$ cat src/rtl/tcw_pkg.sv
// ----------------------------------------------------------------------------
// tcw_pkg: shared types and constants for the text console writer
// Operation codes, the command record passed from the front end to the
// back end, and the back end state encoding.
// ----------------------------------------------------------------------------
package tcw_pkg;

  // Field widths fixed by the port list.
  localparam int CELL_W      = 16;
  localparam int CHAR_W      = 8;
  localparam int COLOUR_W    = 8;
  localparam int CUR_COL_W   = 7;
  localparam int CUR_LINE_W  = 5;

  // Address width that covers up to 256 x 128 cells.
  localparam int CELL_ADDR_W = 15;

  // Character and colour constants.
  localparam logic [CHAR_W-1:0]   NEWLINE_CODE = 8'd10;
  localparam logic [CHAR_W-1:0]   SPACE_CODE   = 8'd32;
  localparam logic [COLOUR_W-1:0] RESET_COLOUR = 8'd15;

  // Operation codes on the operation port.
  typedef enum logic [1:0] {
    OP_PUT_CURSOR = 2'd0,
    OP_PUT_POS    = 2'd1,
    OP_CLEAR      = 2'd2,
    OP_READ       = 2'd3
  } op_t;

  // One classified command, ready for the memory side to carry out.
  typedef struct packed {
    logic                   do_write;
    logic                   do_scroll;
    logic                   do_clear;
    logic                   do_read;
    logic [CELL_ADDR_W-1:0] addr;
    logic [CELL_W-1:0]      cell_word;
    logic [CUR_COL_W-1:0]   cursor_col;
    logic [CUR_LINE_W-1:0]  cursor_line;
  } cmd_t;

  // Back end sequencer states.
  typedef enum logic [2:0] {
    BK_IDLE,
    BK_EXEC,
    BK_READ_WAIT,
    BK_COPY,
    BK_DRAIN,
    BK_FILL,
    BK_REPORT
  } back_state_t;

endpackage

$ cat src/rtl/tcw_front.sv
// ----------------------------------------------------------------------------
// tcw_front: command front end
// Accepts operations, tracks the cursor, and turns each operation into a
// command record for the memory side.
// ----------------------------------------------------------------------------
module tcw_front import tcw_pkg::*; #(
  parameter int COLUMNS = 80,
  parameter int ROWS    = 25
) (
  input  logic                  clk,
  input  logic                  rst,
  input  logic                  start,
  input  logic                  busy,
  input  logic [1:0]            operation,
  input  logic [CHAR_W-1:0]     char_code,
  input  logic [COLOUR_W-1:0]   colour,
  input  logic [CUR_COL_W-1:0]  column,
  input  logic [CUR_LINE_W-1:0] row,
  output logic                  push,
  output cmd_t                  cmd
);

  localparam int XW = $clog2(COLUMNS);
  localparam int YW = $clog2(ROWS);
  localparam logic [XW-1:0] LAST_COL   = XW'(COLUMNS - 1);
  localparam logic [YW-1:0] BOTTOM_ROW = YW'(ROWS - 1);
  localparam logic [YW-1:0] SCROLL_ROW = YW'(ROWS - 2);
  localparam logic [8:0]    COL_LIMIT  = 9'(COLUMNS);
  localparam logic [7:0]    ROW_LIMIT  = 8'(ROWS);

  logic [XW-1:0] cursor_x;
  logic [XW-1:0] cursor_x_next;
  logic [YW-1:0] cursor_y;
  logic [YW-1:0] cursor_y_next;
  logic [YW-1:0] cursor_y_adv;
  logic          pos_ok;
  logic [CELL_ADDR_W-1:0] cursor_addr;
  logic [CELL_ADDR_W-1:0] pos_addr;
  op_t           op;

  // An operation is taken whenever the block is not busy.
  assign push = start && !busy;
  assign op   = op_t'(operation);

  // Cell addresses for the cursor and for an explicit position.
  assign cursor_addr = CELL_ADDR_W'(cursor_y) * CELL_ADDR_W'(COLUMNS)
                     + CELL_ADDR_W'(cursor_x);
  assign pos_addr    = CELL_ADDR_W'(row) * CELL_ADDR_W'(COLUMNS)
                     + CELL_ADDR_W'(column);
  assign pos_ok      = (9'(column) < COL_LIMIT) && (8'(row) < ROW_LIMIT);

  // Classify the operation and work out the new cursor.
  always_comb begin
    cursor_x_next  = cursor_x;
    cursor_y_next  = cursor_y;
    cursor_y_adv   = cursor_y;
    cmd.do_write   = 1'b0;
    cmd.do_scroll  = 1'b0;
    cmd.do_clear   = 1'b0;
    cmd.do_read    = 1'b0;
    cmd.addr       = pos_addr;
    cmd.cell_word  = {colour, char_code};
    case (op)
      OP_PUT_CURSOR: begin
        if (char_code == NEWLINE_CODE) begin
          cursor_x_next = '0;
          cursor_y_adv  = cursor_y + YW'(1);
        end else begin
          cmd.do_write = 1'b1;
          cmd.addr     = cursor_addr;
          if (cursor_x == LAST_COL) begin
            cursor_x_next = '0;
            cursor_y_adv  = cursor_y + YW'(1);
          end else begin
            cursor_x_next = cursor_x + XW'(1);
          end
        end
        // Reaching the bottom row scrolls the screen up by one row.
        if (cursor_y_adv == BOTTOM_ROW) begin
          cmd.do_scroll = 1'b1;
          cursor_y_next = SCROLL_ROW;
        end else begin
          cursor_y_next = cursor_y_adv;
        end
      end
      OP_PUT_POS: begin
        cmd.do_write = pos_ok;
      end
      OP_CLEAR: begin
        cmd.do_clear  = 1'b1;
        cursor_x_next = '0;
        cursor_y_next = '0;
      end
      OP_READ: begin
        cmd.do_read = pos_ok;
      end
      default: begin
        cmd.do_write = 1'b0;
      end
    endcase
    cmd.cursor_col  = CUR_COL_W'(cursor_x_next);
    cmd.cursor_line = CUR_LINE_W'(cursor_y_next);
  end

  // Cursor registers.
  always_ff @(posedge clk) begin
    if (rst) begin
      cursor_x <= '0;
      cursor_y <= '0;
    end else if (push) begin
      cursor_x <= cursor_x_next;
      cursor_y <= cursor_y_next;
    end
  end

endmodule

$ cat config.mk
export PLATFORM = sky130hd
export DESIGN_NAME = tcw_front
export DESIGN_NICKNAME = d
export VERILOG_FILES = /design/src/rtl/tcw_pkg.sv /design/src/rtl/tcw_front.sv
export SDC_FILE = /design/constraint.sdc
export NUM_CORES = 1
export LEC_CHECK = 0
export ABC_AREA = 0
export BUFFER_PORTS_ARGS = -buffer_cell sky130_fd_sc_hd__buf_2
export CAP_MARGIN = 20
export CORE_MARGIN = 1
export CORE_UTILIZATION = 40
export DETAILED_ROUTE_END_ITERATION = 7
export PLACE_DENSITY_LB_ADDON = 0.08
export REMOVE_ABC_BUFFERS = 1
export SLEW_MARGIN = 0
export SYNTH_ARGS = -nofsm -noshare
export SYNTH_HDL_FRONTEND = slang
export SYNTH_SLANG_ARGS = --single-unit
$ cat constraint.sdc
create_clock -name clk -period 6 [get_ports clk]
set_input_delay 1.2 -clock clk [delete_from_list [all_inputs] [get_ports clk]]
set_output_delay 1.2 -clock clk [all_outputs]
set_load 0.005 [all_outputs]
==> flow_metrics.env <==
export IMPL_setup_violations=0
export IMPL_r2r_slack_ns=3.66
export IMPL_synthesis_area_um2=1860
export IMPL_syn2layout_area_growth_pct=14.8
export IMPL_post_synth_cell_area_avg_um2=7.40
export IMPL_port_buffers=62
export IMPL_dieHeight_um=70.3
export IMPL_cp_arrival_ns=3.12
export IMPL_dp_hpwl_um=3580
export IMPL_cts_resized=0
export IMPL_first_iter_violations=93
export IMPL_dieArea_um2=4940
export IMPL_fin_ws_ns=1.68
export IMPL_routabilityCongestion=0.800
export IMPL_synth_top_cells_by_area="ha_1 (13%), dfxtp_1 (13%), nand2_1 (7.9%)"
export IMPL_start_util_pct=42.2
export IMPL_cp_num_buf_inv=2
export IMPL_core_area_um2=4410
export IMPL_crit_path_max_fanout=4
export IMPL_antenna_found_initial=0
export IMPL_rows=24
export IMPL_clk_latency_ns=0.24
export IMPL_cts_hold_buf=0
export IMPL_layout_drive_gt1_share_pct=26.5
export IMPL_worst_ir_drop_vdd_mv=0.0599
export IMPL_rsz0062_at_grt="false"
export IMPL_postSynth_asyncResetShare_pct=0
export IMPL_overflow=0
export IMPL_pre_cts_slack_ns=1.70
export IMPL_route_detailed_drc=0
export IMPL_vias=1891
export IMPL_grt_pass1_vias=1658
export IMPL_wirelength_um=4670
export IMPL_final_max_slew_violation_count=0
export IMPL_cts_clk_slew_worst_paths_ns=0.06
export IMPL_ios=82
export IMPL_cpLargestDelayFamily="adder cells"
export IMPL_yosys_warnings=0
export IMPL_cts_buffers=3
export IMPL_cp_start_kind="primary input"
export IMPL_drtAntennaViolNets=0
export IMPL_timing_final_hold_violations=0
export IMPL_cellPowerDensity_nw_per_um2=135
export IMPL_fill_cells=474
export IMPL_grt_pass1_wl_um=7650
export IMPL_p_leak_nw=1.08
export IMPL_cts_max_path_buffers=2
export IMPL_worstHoldPathType="reg2reg"
export IMPL_die_w_um=70.3
export IMPL_crit_slowest_cell="fa_1"
export IMPL_ys_types=52
export IMPL_worst_setup_path_type="in2out"
export IMPL_wl_per_cell_um=13.5
export IMPL_power_mw=0.290
export IMPL_max_freq_mhz=232
export IMPL_synth_edff_count=0
export IMPL_required_ns=4.80
export IMPL_grt_max_degree=18
export IMPL_globalRouteTotalUtil_pct=18.8
export IMPL_worstPathCellList="buf_2, ha_1, ha_1, fa_1, xor2_1, nand3_1, xnor2_1, nor2_1, a21oi_1, buf_2"
export IMPL_via_per_inst=5.47
export IMPL_worstSetupEndpointType="output pin"
export IMPL_cts_tree="yes"
export IMPL_synth_seq_cells=12
export IMPL_synth_top_area_share_pct=13.4
export IMPL_antenna_cells=0
export IMPL_syn_inst=252
export IMPL_dr_pass1_iters=4
export IMPL_status="complete, no violations"
export IMPL_worst_path_largest_cell_delay_ns=0.40
export IMPL_seq_area_frac_synth_pct=12.9
export IMPL_cts_root_buf="clkbuf_8"
export IMPL_cts_num_sinks=12
export IMPL_fin_nets=353
export IMPL_synth_largest_area_cell="ha_1"
export IMPL_htreeDepth=1
export IMPL_finClkSkew_ns=0.00332
export IMPL_cts_setup_buffers=0
export IMPL_fin_crit_ns=4.32
export IMPL_setup_tns_ns=0
export IMPL_maxCapViolations=0
export IMPL_ys_flop_type="dfxtp_1"
export IMPL_fin_crit_sh_pct=71.9
==> final timing paths <==
| kind | from | depth (start not counted) | endpoint |
|---|---|---|---|
| worst max-delay path | row[1] | 10 | cmd[38] |
| worst min-delay path | cursor_x[1] | 2 | cursor_x[1] |
| worst max register to register | cursor_x[0] | 7 | cursor_y[2] |
| worst min register to register | cursor_x[1] | 2 | cursor_x[1] |
==> routing by layer <==
layer | global-route usage, % | vias up | part of all wire (%)
li1 | - | 965 | -
met1 | 25.6 | 843 | 49
met2 | 30.9 | 77 | 44
met3 | 2.60 | 6 | 5.5
met4 | 5.11 | 0 | 0.90
met5 | 0 | - | 0
==> metrics by stage <==
stage | util [%] | hold slack (ns) | instance area, um^2 | instances
6_report | 48.5 | 0.537 | 2140 | 346
5_1_grt | 48.5 | 0.572 | 2140 | 346
4_1_cts | 48.5 | 0.530 | 2140 | 346
3_5_place_dp | 47.2 | 0.517 | 2080 | 342
3_3_place_gp | 47.2 | 0.518 | 2080 | 342
2_1_floorplan | - | 0.480 | 1690 | 226
==> cell type report <==
class                   count  area (um^2)  share of cell area, %
flip-flops and latches     12          240                   11.2
inverters                   5         18.8                  0.877
well taps                  52         65.1                   3.04
multi-input cells         209         1440                   67.1
clock buffers               4         55.1                   2.57
repair buffers             64          325                   15.2
==> synthesized netlist by cell type, drive strengths merged, types with 2 or more instances <==
master and instances:
o31ai 4, dfxtp 12, o311ai 2, and3 3
xor2 7, nor2 27, a32oi 2, nand2 39
buf 20, a311oi 3, a21oi 19, inv 5
or4 4, nor2b 3, o21a 3, or3 2
xnor2 8, ha 20, nand2b 4, nor4 2
a21o 5, fa 4, nor3 3, clkbuf 8
nand3 9, o21ai 16
==> sequential cells by signal (all words and copies together) (netlist names) <==
name      cells
cursor_y      5
cursor_x      7
==> report_power, final <==
part           leakage (nW)  total (mW)  internal, mW  switching (mW)
logic                 0.950       0.111        0.0520          0.0586
clock network        0.0288      0.0898        0.0580          0.0317
registers            0.0977      0.0893        0.0825         0.00686
total                  1.08       0.290         0.193          0.0972
==> worst min-delay path: cells and delay by family, from the launching register on <==
kind,cells,cell delay (ns)
AO/OA/AOI/OAI,1,0.06
flip-flops,1,0.36
AND/OR/NAND/NOR,1,0.08
==> cell usage in the layout (no fill, tap or decap), types with 7 or more instances in the layout <==
master / netlist / final
nor2_1: 26 / 26
buf_2: 1 / 62
xor2_1: 7 / 7
o21ai_0: 14 / 14
ha_1: 20 / 20
a21oi_1: 17 / 17
nand3_1: 8 / 8
dfxtp_1: 12 / 12
xnor2_1: 8 / 8
nand2_1: 39 / 39
==> logic make-up after synthesis <==
logic type / Yosys count / synth area share [%]
AND/OR/NAND/NOR: 101 / 26.4
AO/OA/AOI/OAI: 66 / 25.2
XOR/XNOR: 15 / 7.05
buffers and inverters: 33 / 10.5
flip-flops: 12 / 12.9
other: 1 / 0.201
adder cells (fa/ha/maj): 24 / 17.7
No activity file was read; power rests on OpenSTA's default activity.
