## config.mk

```make
export PLATFORM = sky130hd
export DESIGN_NAME = tcw_queue
export DESIGN_NICKNAME = d
export VERILOG_FILES = /design/src/rtl/tcw_pkg.sv /design/src/rtl/tcw_queue.sv
export SDC_FILE = /design/constraint.sdc
export NUM_CORES = 1
export LEC_CHECK = 0
export ABC_AREA = 1
export ABC_CLOCK_PERIOD_IN_PS = 5020
export BUFFER_PORTS_ARGS = -buffer_cell sky130_fd_sc_hd__buf_2
export CAP_MARGIN = 20
export CORE_MARGIN = 4
export CORE_UTILIZATION = 40
export DETAILED_ROUTE_END_ITERATION = 12
export PLACE_DENSITY = 0.66
export SLEW_MARGIN = 20
export SYNTH_ARGS = -nofsm -noshare
export SYNTH_HDL_FRONTEND = slang
export SYNTH_SLANG_ARGS = --single-unit
```

## constraint.sdc

```tcl
create_clock -name clk -period 5.02 [get_ports clk]
set_input_delay 0.251 -clock clk [delete_from_list [all_inputs] [get_ports clk]]
set_output_delay 0.251 -clock clk [all_outputs]
set_load 0.01 [all_outputs]
```

## src/rtl/tcw_pkg.sv

```systemverilog
// ----------------------------------------------------------------------------
// tcw_pkg: shared types and constants for the text console writer
// Operation codes, the command record passed from the front end to the
// back end, and the back end state encoding.
// ----------------------------------------------------------------------------
package tcw_pkg;

  // Field widths fixed by the port list.
  localparam int CELL_W      = 16;
  localparam int CHAR_W      = 8;
  localparam int COLOUR_W    = 8;
  localparam int CUR_COL_W   = 7;
  localparam int CUR_LINE_W  = 5;

  // Address width that covers up to 256 x 128 cells.
  localparam int CELL_ADDR_W = 15;

  // Character and colour constants.
  localparam logic [CHAR_W-1:0]   NEWLINE_CODE = 8'd10;
  localparam logic [CHAR_W-1:0]   SPACE_CODE   = 8'd32;
  localparam logic [COLOUR_W-1:0] RESET_COLOUR = 8'd15;

  // Operation codes on the operation port.
  typedef enum logic [1:0] {
    OP_PUT_CURSOR = 2'd0,
    OP_PUT_POS    = 2'd1,
    OP_CLEAR      = 2'd2,
    OP_READ       = 2'd3
  } op_t;

  // One classified command, ready for the memory side to carry out.
  typedef struct packed {
    logic                   do_write;
    logic                   do_scroll;
    logic                   do_clear;
    logic                   do_read;
    logic [CELL_ADDR_W-1:0] addr;
    logic [CELL_W-1:0]      cell_word;
    logic [CUR_COL_W-1:0]   cursor_col;
    logic [CUR_LINE_W-1:0]  cursor_line;
  } cmd_t;

  // Back end sequencer states.
  typedef enum logic [2:0] {
    BK_IDLE,
    BK_EXEC,
    BK_READ_WAIT,
    BK_COPY,
    BK_DRAIN,
    BK_FILL,
    BK_REPORT
  } back_state_t;

endpackage

```

## src/rtl/tcw_queue.sv

```systemverilog
// ----------------------------------------------------------------------------
// tcw_queue: two-entry command queue
// Decouples the front end from the memory sequencer so each can stall
// on its own.
// ----------------------------------------------------------------------------
module tcw_queue import tcw_pkg::*; (
  input  logic clk,
  input  logic rst,
  input  logic push,
  input  cmd_t push_cmd,
  input  logic pop,
  output logic valid,
  output logic full,
  output cmd_t head
);

  localparam int DEPTH = 2;
  localparam int PW    = $clog2(DEPTH);

  cmd_t            entries [DEPTH];
  logic [PW-1:0]   wptr;
  logic [PW-1:0]   rptr;
  logic [PW:0]     count;

  assign valid = (count != '0);
  assign full  = (count == (PW+1)'(DEPTH));
  assign head  = entries[rptr];

  // Pointers and occupancy.
  always_ff @(posedge clk) begin
    if (rst) begin
      wptr  <= '0;
      rptr  <= '0;
      count <= '0;
    end else begin
      if (push) begin
        wptr <= wptr + PW'(1);
      end
      if (pop) begin
        rptr <= rptr + PW'(1);
      end
      if (push && !pop) begin
        count <= count + (PW+1)'(1);
      end else if (pop && !push) begin
        count <= count - (PW+1)'(1);
      end
    end
  end

  // Entry storage.
  always_ff @(posedge clk) begin
    if (push) begin
      entries[wptr] <= push_cmd;
    end
  end

endmodule

```

==> results of run 1 <==
==> sequential cells by signal (all words and copies together), names as in the netlist, named ones only <==
signal   count
count        2
wptr         1
rptr         1
entries     94
==> area by class of cell <==
class,count,area [µm²],area share
Inverter,9,35.03,0.007659
Timing Repair Buffer,101,510.5,0.1116
Clock inverter,7,100.1,0.02188
Tap cell,111,138.9,0.03036
Multi-Input combinational cell,66,742.0,0.1622
Sequential cell,99,2924,0.6392
Clock buffer,9,123.9,0.02708
==> Yosys cell counts <==
master and n:
inv_1 9, nand3_1 1, mux2_2 17, o21ai_0 1, buf_2 1, nor2_1 6, xnor2_1 1, a21oi_1 1
buf_6 4, nand2_1 6, nor3_1 1, mux2_4 30, dfxtp_1 5, edfxtp_1 94, nand4_1 1, ha_1 1
==> final timing paths <==
path / startpoint / to / slack, ns / depth (start not counted)
setup / recovery: register / head[33] / 2.65 / 3
setup reg to reg: wptr$_SDFFE_PP0P_ / entries[1][10]$_DFFE_PP_ / 3.41 / 2
hold / removal: push_cmd[11] / entries[0][11]$_DFFE_PP_ / 0.08 / 1
hold reg to reg: rptr$_SDFFE_PP0P_ / register / 0.53 / 2
==> metal layers <==
metal / GRT usage / up-vias
li1: - / 891
met1: 0.1371 / 874
met2: 0.1873 / 62
met3: 0.04324 / 9
met4: 0.04686 / 0
met5: 0 / -
==> worst max-delay path, delay by kind of cell, from the launching register on <==
family,cells,cell delay (ns)
flip-flops,1,0.66
buffers and inverters,2,0.69
multiplexers,1,0.41
==> cell usage in the layout (no fill, tap or decap), types with 2 or more instances in the layout <==
cell type,n
buf_2,99
edfxtp_1,94
mux2_4,30
mux2_2,17
clkbuf_8,9
inv_1,8
nand2_1,6
nor2_1,5
dfxtp_1,4
clkinvlp_4,3
bufinv_16,2
inv_6,2
buf_4,2
==> cell families after synthesis <==
| group | Yosys count |
|---|---|
| adders and majority gates | 1 |
| muxes | 47 |
| and+or+nand+nor | 15 |
| AOI/OAI and AO/OA | 2 |
| buffers and inverters | 14 |
| xor gates and xnor gates | 1 |
| DFF | 99 |
==> metrics by stage <==
step	hold WS [ns]	total power, mW
detailed placement	0.4426	1.193
global route	0.05222	1.800
floorplan	0.3234	1.114
global placement	0.4390	1.189
CTS	0.06187	1.743
finish	0.07914	1.719
==> power by group through the flow <==
stage	sequential (mW)	clock (mW)	combinational [mW]
6_report	0.971	0.551	0.197
3_5_place_dp	0.991	0	0.202
2_1_floorplan	0.982	0	0.132
5_1_grt	0.976	0.608	0.216
3_3_place_gp	0.989	0	0.200
4_1_cts	0.972	0.569	0.202
==> results_dict.tcl, run 1 <==
set metrics [dict create \
    power.switching_mw 0.3797 \
    skew_ns 0.01153 \
    cp.required_ns 4.77 \
    drive_gt1_frac 0.5739 \
    critPathCaptureType "output pin" \
    vdd_drop_max_uv 206.1 \
    boundaryPins 100 \
    ys_types 16 \
    cpMaxStageDelayCell "dfxtp_2" \
    hold_viol 0 \
    drv_cap 0 \
    cp-start-kind "register" \
    dp_cells 386 \
    synth.net_count 231 \
    dpl-instance-area_um2 4349 \
    start_util 0.4087 \
    clkLatencyLatePin_ns 0.35 \
    grt-ovfl-total 0 \
    place_ws_ns 2.979 \
    cts_buffers 9 \
    power.density_nw_per_um2 375.8 \
    synth_compound_area_frac 0.002676 \
    die_width_um 104.7 \
    die_h_um 104.7 \
    p_leak_nw 1.804 \
    gp_congestion 0.6718 \
    rsz0062_at_grt "no" \
    synthAdderAreaFrac 0.003344 \
    areaGrowthSynthToFinish_pct 22.27 \
    cts_tree "done" \
    grt_pass1_wl_mm 9.535 \
    via_count 1836 \
    maxUsedRoutingLayer "met4" \
    htree_levels 3 \
    final_max_slew_viol_count 0 \
    synth_area_um2 3741 \
    critPathMaxFanout 32 \
    utilization 0.4998 \
    holdBufCountCts 0 \
    grt_max_degree 49 \
    io_buffers 99 \
    yosys.area.top_type "edfxtp_1" \
    drc_errors 0 \
    ys_seq_area_frac 0.7813 \
    antenna_found_initial 0 \
    core_area_um2 9153 \
    n_fill_cell 776 \
    synth-simple-area-share 0.01639 \
    crit_chain "buf_4, mux2_2, buf_2" \
    clock-root-buffer "clkbuf_8" \
    first_global_vias 1940 \
    drt-met1-wl_mm 2.626 \
    synth_top_family_by_area "multiplexers" \
    grt_use_total 0.1147 \
    synth.top_cell.area_share 0.7545 \
    finalNonFillerCells 402 \
    syn_inst 179 \
    power_frac_comb 0.114 \
    cts_resized 0 \
    drt-total-wl_mm 6.073 \
    routed-wl-met2_mm 2.984 \
    worst_slew_pin_slew_ns 0.8407 \
    hpwlAfterDp_mm 4.087 \
    relSlewSlack 0.4389 \
    seqPwrFrac 0.565 \
    syn_avg_cell_area_um2 20.90 \
    drt_iter0_drc 44 \
    ys_ff_latch 99 \
    dr.pass1.iters 4 \
    critPathMaxStageDelay_ns 0.66 \
    clk_pin_slew_ns 0.10 \
    min-delay-path-class "input pin to register" \
    wl_met3_um 370 \
    intPower_mw 1.339 \
    clockPowerShare 0.321 \
    max_freq_mhz 421.6 \
    tns_ns 0 \
    synth.mux.area_fraction 0.1716 \
    synth_area_leaders "edfxtp_1 75%, mux2_4 12%, mux2_2 5.1%, dfxtp_1 2.7%, buf_6 1.2%" \
    min_period_ns 2.372 \
    p_sw_frac 0.2209 \
    cts.path.max_buffers 2 \
    stdcell_area_um2 4574 \
    setup_viol 0 \
    via_per_inst 4.567 \
    n_antenna_cell 0 \
    crit_arrival_ns 2.12 \
    dieArea_um2 10960 \
    status "completed" \
    criticalPathCategory "register to output pin" \
    synth_xor_area_frac 0.002341 \
    avgRoutedWirePerCell_um 15.11 \
    period_share 0.4725 \
    row_count 35 \
    yosys_warnings 0 \
    cts_setup_buffers 0 \
    antenna_left 0 \
    finalNetCount 338 \
    worst_slack_ns 2.648 \
    clkSinkCount 99 \
]
No activity file was read; power rests on OpenSTA's default activity.
==> run 2: changes to the inputs <==
--- a/config.mk
+++ b/config.mk
@@ -6,7 +6,7 @@
 export NUM_CORES = 1
 export LEC_CHECK = 0
 export ABC_AREA = 1
-export ABC_CLOCK_PERIOD_IN_PS = 5020
+export ABC_CLOCK_PERIOD_IN_PS = 2450
 export BUFFER_PORTS_ARGS = -buffer_cell sky130_fd_sc_hd__buf_2
 export CAP_MARGIN = 20
 export CORE_MARGIN = 4
==> constraint.sdc (replaced) <==
create_clock -name clk -period 2.45 [get_ports clk]
set_input_delay 0.1225 -clock clk [delete_from_list [all_inputs] [get_ports clk]]
set_output_delay 0.1225 -clock clk [all_outputs]
set_load 0.01 [all_outputs]
==> run 2 against run 1 <==
Cell area increased by 11%. First-iteration DRC count increased by 16%. Sequential share of layout area decreased by 6.2 points. Core utilization increased by 5.4 points.
==> results_dict.tcl, run 2 (same netlist as run 1, synthesis figures left out) <==
set metrics [dict create \
    status "completed" \
    final_max_slew_viol_count 0 \
    hpwlAfterDp_mm 4.209 \
    row_count 35 \
    cp_num_buf_inv 2 \
    n_fill_cell 725 \
    critPathCaptureType "output pin" \
    hold_viol 0 \
    grt_max_degree 29 \
    reg.largest.list "entries: 94 flops, count: 2 flops" \
    finalNetCount 389 \
    grt-ovfl-total 0 \
    start_util 0.4087 \
    tns_ns 0 \
    via_per_inst 4.419 \
    cts_tree "done" \
    drt_iter0_drc 51 \
    cts_resized 0 \
    hold_depth 3 \
    drive_gt1_frac 0.4942 \
    clkLatencyLatePin_ns 0.34 \
    whs_ns 0.05128 \
    criticalPathCategory "register to output pin" \
    antenna_found_initial 0 \
    clk_pin_slew_ns 0.09 \
    dp_cells 389 \
    crit_arrival_ns 1.59 \
    largest_reg_flops 94 \
    cts_buffers 9 \
    r2r-start "wptr$_SDFFE_PP0P_" \
    crit_chain "buf_4, mux2_2, buf_2" \
    critPathMaxFanout 17 \
    grt_use_total 0.1203 \
    cts_setup_buffers 0 \
    regMostFlops "entries" \
    mostFrequentLayoutCells "99 x buf_2, 94 x edfxtp_1, 48 x dlygate4sd3_1" \
    antenna_left 0 \
    areaGrowthSynthToFinish_pct 35.48 \
    utilization 0.5538 \
    clock-root-buffer "clkbuf_8" \
    hold_start "pop" \
    finalNonFillerCells 453 \
    worst_slew_pin_slew_ns 0.4916 \
    final_common_cell "buf_2" \
    n_antenna_cell 0 \
    rsz0062_at_grt "no" \
    drc_errors 0 \
    reg2reg_setup_slack_ns 1.03 \
    min-delay-path-class "input pin to register" \
    cp-start-kind "register" \
    avgRoutedWirePerCell_um 13.84 \
    period_share 0.6987 \
    dieArea_um2 10960 \
    critPathMaxStageDelay_ns 0.40 \
    boundaryPins 100 \
    core_area_um2 9153 \
    io_buffers 99 \
    vdd_drop_max_uv 424.8 \
    skew_ns 0.004639 \
    min_period_ns 1.712 \
    min_to "rptr$_SDFFE_PP0P_" \
    relSlewSlack 0.6718 \
    dr.pass1.iters 4 \
    gp_congestion 0.6743 \
    grt_pass1_wl_mm 10.19 \
    power.density_nw_per_um2 680.9 \
    die_width_um 104.7 \
    max_freq_mhz 584.2 \
    clkSinkCount 99 \
    p_leak_nw 2.018 \
    crit_family "buffers and inverters" \
    first_global_vias 2084 \
    drt-total-wl_mm 6.270 \
    via_count 2002 \
    timing.rr.end "entries[1][18]$_DFFE_PP_" \
    cts.path.max_buffers 2 \
    rr_worst_depth 3 \
    drv_cap 0 \
    cpMaxStageDelayCell "dfxtp_2" \
    die_h_um 104.7 \
    cp.required_ns 2.33 \
    setup_viol 0 \
    htree_levels 3 \
]
==> run 2: worst max path at each step <==
stage                 startpoint                       end  slack, ns  cells past startpoint
5_1_grt                 register                  head[32]       0.66                      3
3_3_place_gp   wptr$_SDFFE_PP0P_  entries[1][16]$_DFFE_PP_        1.0                      3
3_5_place_dp   wptr$_SDFFE_PP0P_  entries[1][19]$_DFFE_PP_       0.99                      3
4_1_cts                 register                  head[32]       0.70                      3
2_1_floorplan  wptr$_SDFFE_PP0P_   entries[0][0]$_DFFE_PP_       0.48                      1
6_report                register                  head[32]       0.74                      3
==> run 2: power breakdown <==
part | switching [mW] | internal (mW)
clock network | 0.516 | 0.468
logic | 0.220 | 0.269
registers | 0.0248 | 1.95
total | 0.761 | 2.69
==> run 2: worst reg2reg max path, stage by stage (launching register included) <==
cell and delay [ns]:
dfxtp_1 0.39, nand2_1 0.08, inv_2 0.37, buf_12 0.26
==> run 2: what timing repair did <==
action	4_1_cts	5_1_grt
endpoints found under the setup margin	0	0
hold buffers	48	0
hold endpoints to repair	97	0
==> run 2: per-stage QoR <==
| stage | area [µm²] | setup WS (ns) | total power, mW |
|---|---|---|---|
| final | 5069 | 0.7383 | 3.451 |
| after detailed placement | 4397 | 0.9889 | 2.457 |
| after floorplan | 3744 | 0.4765 | 2.281 |
| after global placement | 4397 | 0.9956 | 2.447 |
| after global routing | 5069 | 0.6631 | 3.615 |
| after CTS | 5069 | 0.6985 | 3.509 |
==> run 2: metal layers <==
layer,track usage,routed length [µm],vias to the layer above
met4,0.04217,96,0
met3,0.04324,428,11
li1,-,-,996
met1,0.1492,2775,927
met2,0.1956,2970,68
met5,0,0,-
==> run 2: final cells by class <==
class	instances	area (µm²)	area share
timing repair buffer	152	1039	0.2049
sequential	99	2924	0.5769
tap	111	138.9	0.02740
inverter	9	33.78	0.006665
multi-input combinational	66	742.0	0.1464
clock inverter	7	67.56	0.01333
clock buffer	9	123.9	0.02444
==> run 3: changes to the inputs <==
--- a/config.mk
+++ b/config.mk
@@ -5,14 +5,14 @@
 export SDC_FILE = /design/constraint.sdc
 export NUM_CORES = 1
 export LEC_CHECK = 0
-export ABC_AREA = 1
-export ABC_CLOCK_PERIOD_IN_PS = 2450
+export ABC_AREA = 0
+export ABC_CLOCK_PERIOD_IN_PS = 1550
 export BUFFER_PORTS_ARGS = -buffer_cell sky130_fd_sc_hd__buf_2
 export CAP_MARGIN = 20
 export CORE_MARGIN = 4
 export CORE_UTILIZATION = 40
 export DETAILED_ROUTE_END_ITERATION = 12
-export PLACE_DENSITY = 0.66
+export PLACE_DENSITY = 0.69
 export SLEW_MARGIN = 20
 export SYNTH_ARGS = -nofsm -noshare
 export SYNTH_HDL_FRONTEND = slang
==> constraint.sdc (replaced) <==
create_clock -name clk -period 1.55 [get_ports clk]
set_input_delay 0.0775 -clock clk [delete_from_list [all_inputs] [get_ports clk]]
set_output_delay 0.0775 -clock clk [all_outputs]
set_load 0.01 [all_outputs]
==> run 3 against run 2 <==
Sequential share of layout area rose by 0.70 points. Die area decreased by 3.3%. Register-to-register slack got worse by 0.69 ns. Wire length rose by 14%. First-iteration DRC count down 18%. Total power grew 66%. Critical path depth is the same. Sequential power up 60%. Count of clock-buffer cells in the layout unchanged. Critical endpoint is now head[33]. Largest cell class unchanged. Highest routed layer unchanged.
==> results_dict.tcl, run 3 <==
set metrics [dict create \
    drc_errors 0 \
    die_h_um 103.0 \
    intPower_mw 4.439 \
    critPathMaxFanout 24 \
    power_mw 5.719 \
    areaGrowthSynthToFinish_pct 38.90 \
    reg2reg_setup_slack_ns 0.34 \
    clk_pin_slew_ns 0.09 \
    synth_area_leaders "edfxtp_1 78%, mux2_2 15%, dfxtp_1 2.8%, buf_6 0.94%, xnor2_1 0.49%" \
    critPathCaptureType "output pin" \
    ys_ff_latch 99 \
    grt_use_total 0.1367 \
    ys_seq_area_frac 0.8100 \
    synth_most_common_cell "edfxtp_1" \
    relSlewSlack 0.8179 \
    power_frac_comb 0.137 \
    setup_viol 0 \
    power.switching_mw 1.280 \
    criticalPathCategory "register to output pin" \
    die_width_um 103.0 \
    seqPwrFrac 0.552 \
    synth_async_sr_flop_share 0 \
    power.density_nw_per_um2 1141 \
    ys_types 18 \
    boundaryPins 100 \
    yosys_warnings 0 \
    p_leak_nw 1.921 \
    clockPowerShare 0.310 \
    gr-usage-met2 0.2437 \
    crit_arrival_ns 1.45 \
    row_count 34 \
    largest_reg_flops 94 \
    vdd_drop_max_uv 617.8 \
    core_area_um2 8763 \
    synth_edf_count 94 \
    rsz0062_at_grt "yes" \
    cts_tree "done" \
    cp.required_ns 1.47 \
    antenna_left 0 \
    synth.top_cell.area_share 0.7822 \
    htree_levels 3 \
    n_fill_cell 697 \
    min-delay-path-class "input pin to register" \
    first_global_vias 2161 \
    clkSinkCount 99 \
    hold_viol 0 \
    drt-total-wl_mm 7.147 \
    gp_congestion 0.6362 \
    final_max_slew_viol_count 0 \
    drt_iter0_drc 42 \
    synth_top_flop_cell "edfxtp_1" \
    grt-ovfl-total 0 \
    status "completed" \
    reg.largest.list "entries: 94 flops, count: 2 flops" \
    grt_pass1_wl_mm 10.61 \
    p_sw_frac 0.2238 \
    synth.net_count 220 \
    n_antenna_cell 0 \
    dr.pass1.iters 4 \
    dieArea_um2 10600 \
    drive_gt1_frac 0.5180 \
    syn_inst 168 \
    antenna_found_initial 0 \
    start_util 0.4118 \
    grt_max_degree 29 \
    drv_cap 0 \
    min_period_ns 1.530 \
    avgRoutedWirePerCell_um 16.17 \
    clkLatencyLatePin_ns 0.36 \
    skew_ns 0.008117 \
    via_per_inst 4.579 \
    hpwlAfterDp_mm 4.160 \
    dp_cells 376 \
    final_common_cell "buf_2" \
    period_share 0.9868 \
    grt_use_met1 0.1575 \
    synth_area_um2 3608 \
    cts.path.max_buffers 2 \
    max_freq_mhz 653.8 \
    tns_ns 0 \
    mostFrequentLayoutCells "99 x buf_2, 94 x edfxtp_1, 49 x dlygate4sd3_1" \
    via_count 2024 \
    io_buffers 99 \
    grtUsageMet3 0.04195 \
    worst_slew_pin_slew_ns 0.2731 \
    yosys.area.top_type "edfxtp_1" \
    ys_top_cells_by_count "94 x edfxtp_1, 47 x mux2_2, 5 x dfxtp_1" \
    finalNonFillerCells 442 \
    cp-start-kind "register" \
    cts_buffers 9 \
    finalNetCount 381 \
    clock-root-buffer "clkbuf_8" \
    syn_avg_cell_area_um2 21.48 \
    top_usage_layer "met2" \
    regMostFlops "entries" \
]
[run 3: cell types whose count changed after synthesis, moves of 2 or more]
cell / before / now
mux2_2: 17 / 47
mux2_4: 30 / 0
inv_1: 9 / 1
nand2_1: 6 / 0
nor2_1: 6 / 4
xor2_1: 0 / 2
[run 3: path summary, 6_finish.rpt]
check               startpoint  cells past startpoint                       end
max                   register                      3                  head[33]
min                       push                      3         wptr$_SDFFE_PP0P_
max reg2reg  wptr$_SDFFE_PP0P_                      2  entries[1][11]$_DFFE_PP_
min reg2reg  rptr$_SDFFE_PP0P_                      2         rptr$_SDFFE_PP0P_
[run 3: logic make-up after synthesis]
kind of cell / share of synthesized area
compound gates: 0.002771
xor+xnor: 0.009711
fa+ha+maj: 0.003467
buf+inv: 0.01387
flops: 0.8100
mux: 0.1467
simple gates: 0.01353
[run 3: what timing repair did]
action	in CTS	in global routing
hold buffers	49	0
setup buffers	0	0
setup endpoints to repair	47	43
pin swaps	0	0
endpoints found under the hold margin	99	0
gates cloned	1	0
resized for setup	3	0
[run 3: cell type report]
type,count,area [µm²],share of cell area
Clock buffer,9,123.9,0.02471
Clock inverter,7,91.34,0.01822
Inverter,1,3.754,0.0007489
Multi-Input combinational cell,63,648.1,0.1293
Sequential cell,99,2927,0.5839
Tap cell,108,135.1,0.02696
Timing Repair Buffer,155,1084,0.2162
[run 3: layer usage]
metal  wire, µm  part of all wire
met3        338             0.047
met4         61            0.0085
met2       3811              0.53
met5          0                 0
met1       2935              0.41
[run 3: critical path: stages (launching register included)]
cell,delay (ns)
dfxtp_4,0.40
buf_12,0.20
mux2_2,0.36
buf_2,0.14
[run 3: power by group through the flow]
stage	Combinational, mW	Sequential, mW	Clock, mW
2_1_floorplan	0.392	3.20	0
3_3_place_gp	0.669	3.21	0
3_5_place_dp	0.679	3.22	0
4_1_cts	0.800	3.16	1.82
5_1_grt	0.855	3.17	1.93
6_report	0.784	3.16	1.78
[run 3: metrics by stage]
| stage | hold WS, ns | worst slack (ns) | area [µm²] | util |
|---|---|---|---|---|
| final | 0.06135 | 0.02045 | 5012 | 0.5720 |
| after global routing | 0.06263 | -0.03519 | 5012 | 0.5720 |
| after CTS | 0.04063 | -0.01329 | 5012 | 0.5720 |
| after detailed placement | 0.2695 | 0.3328 | 4273 | 0.4876 |
| after global placement | 0.2645 | 0.3457 | 4273 | 0.4876 |
| after floorplan | 0.1466 | 0.08523 | 3617 | - |
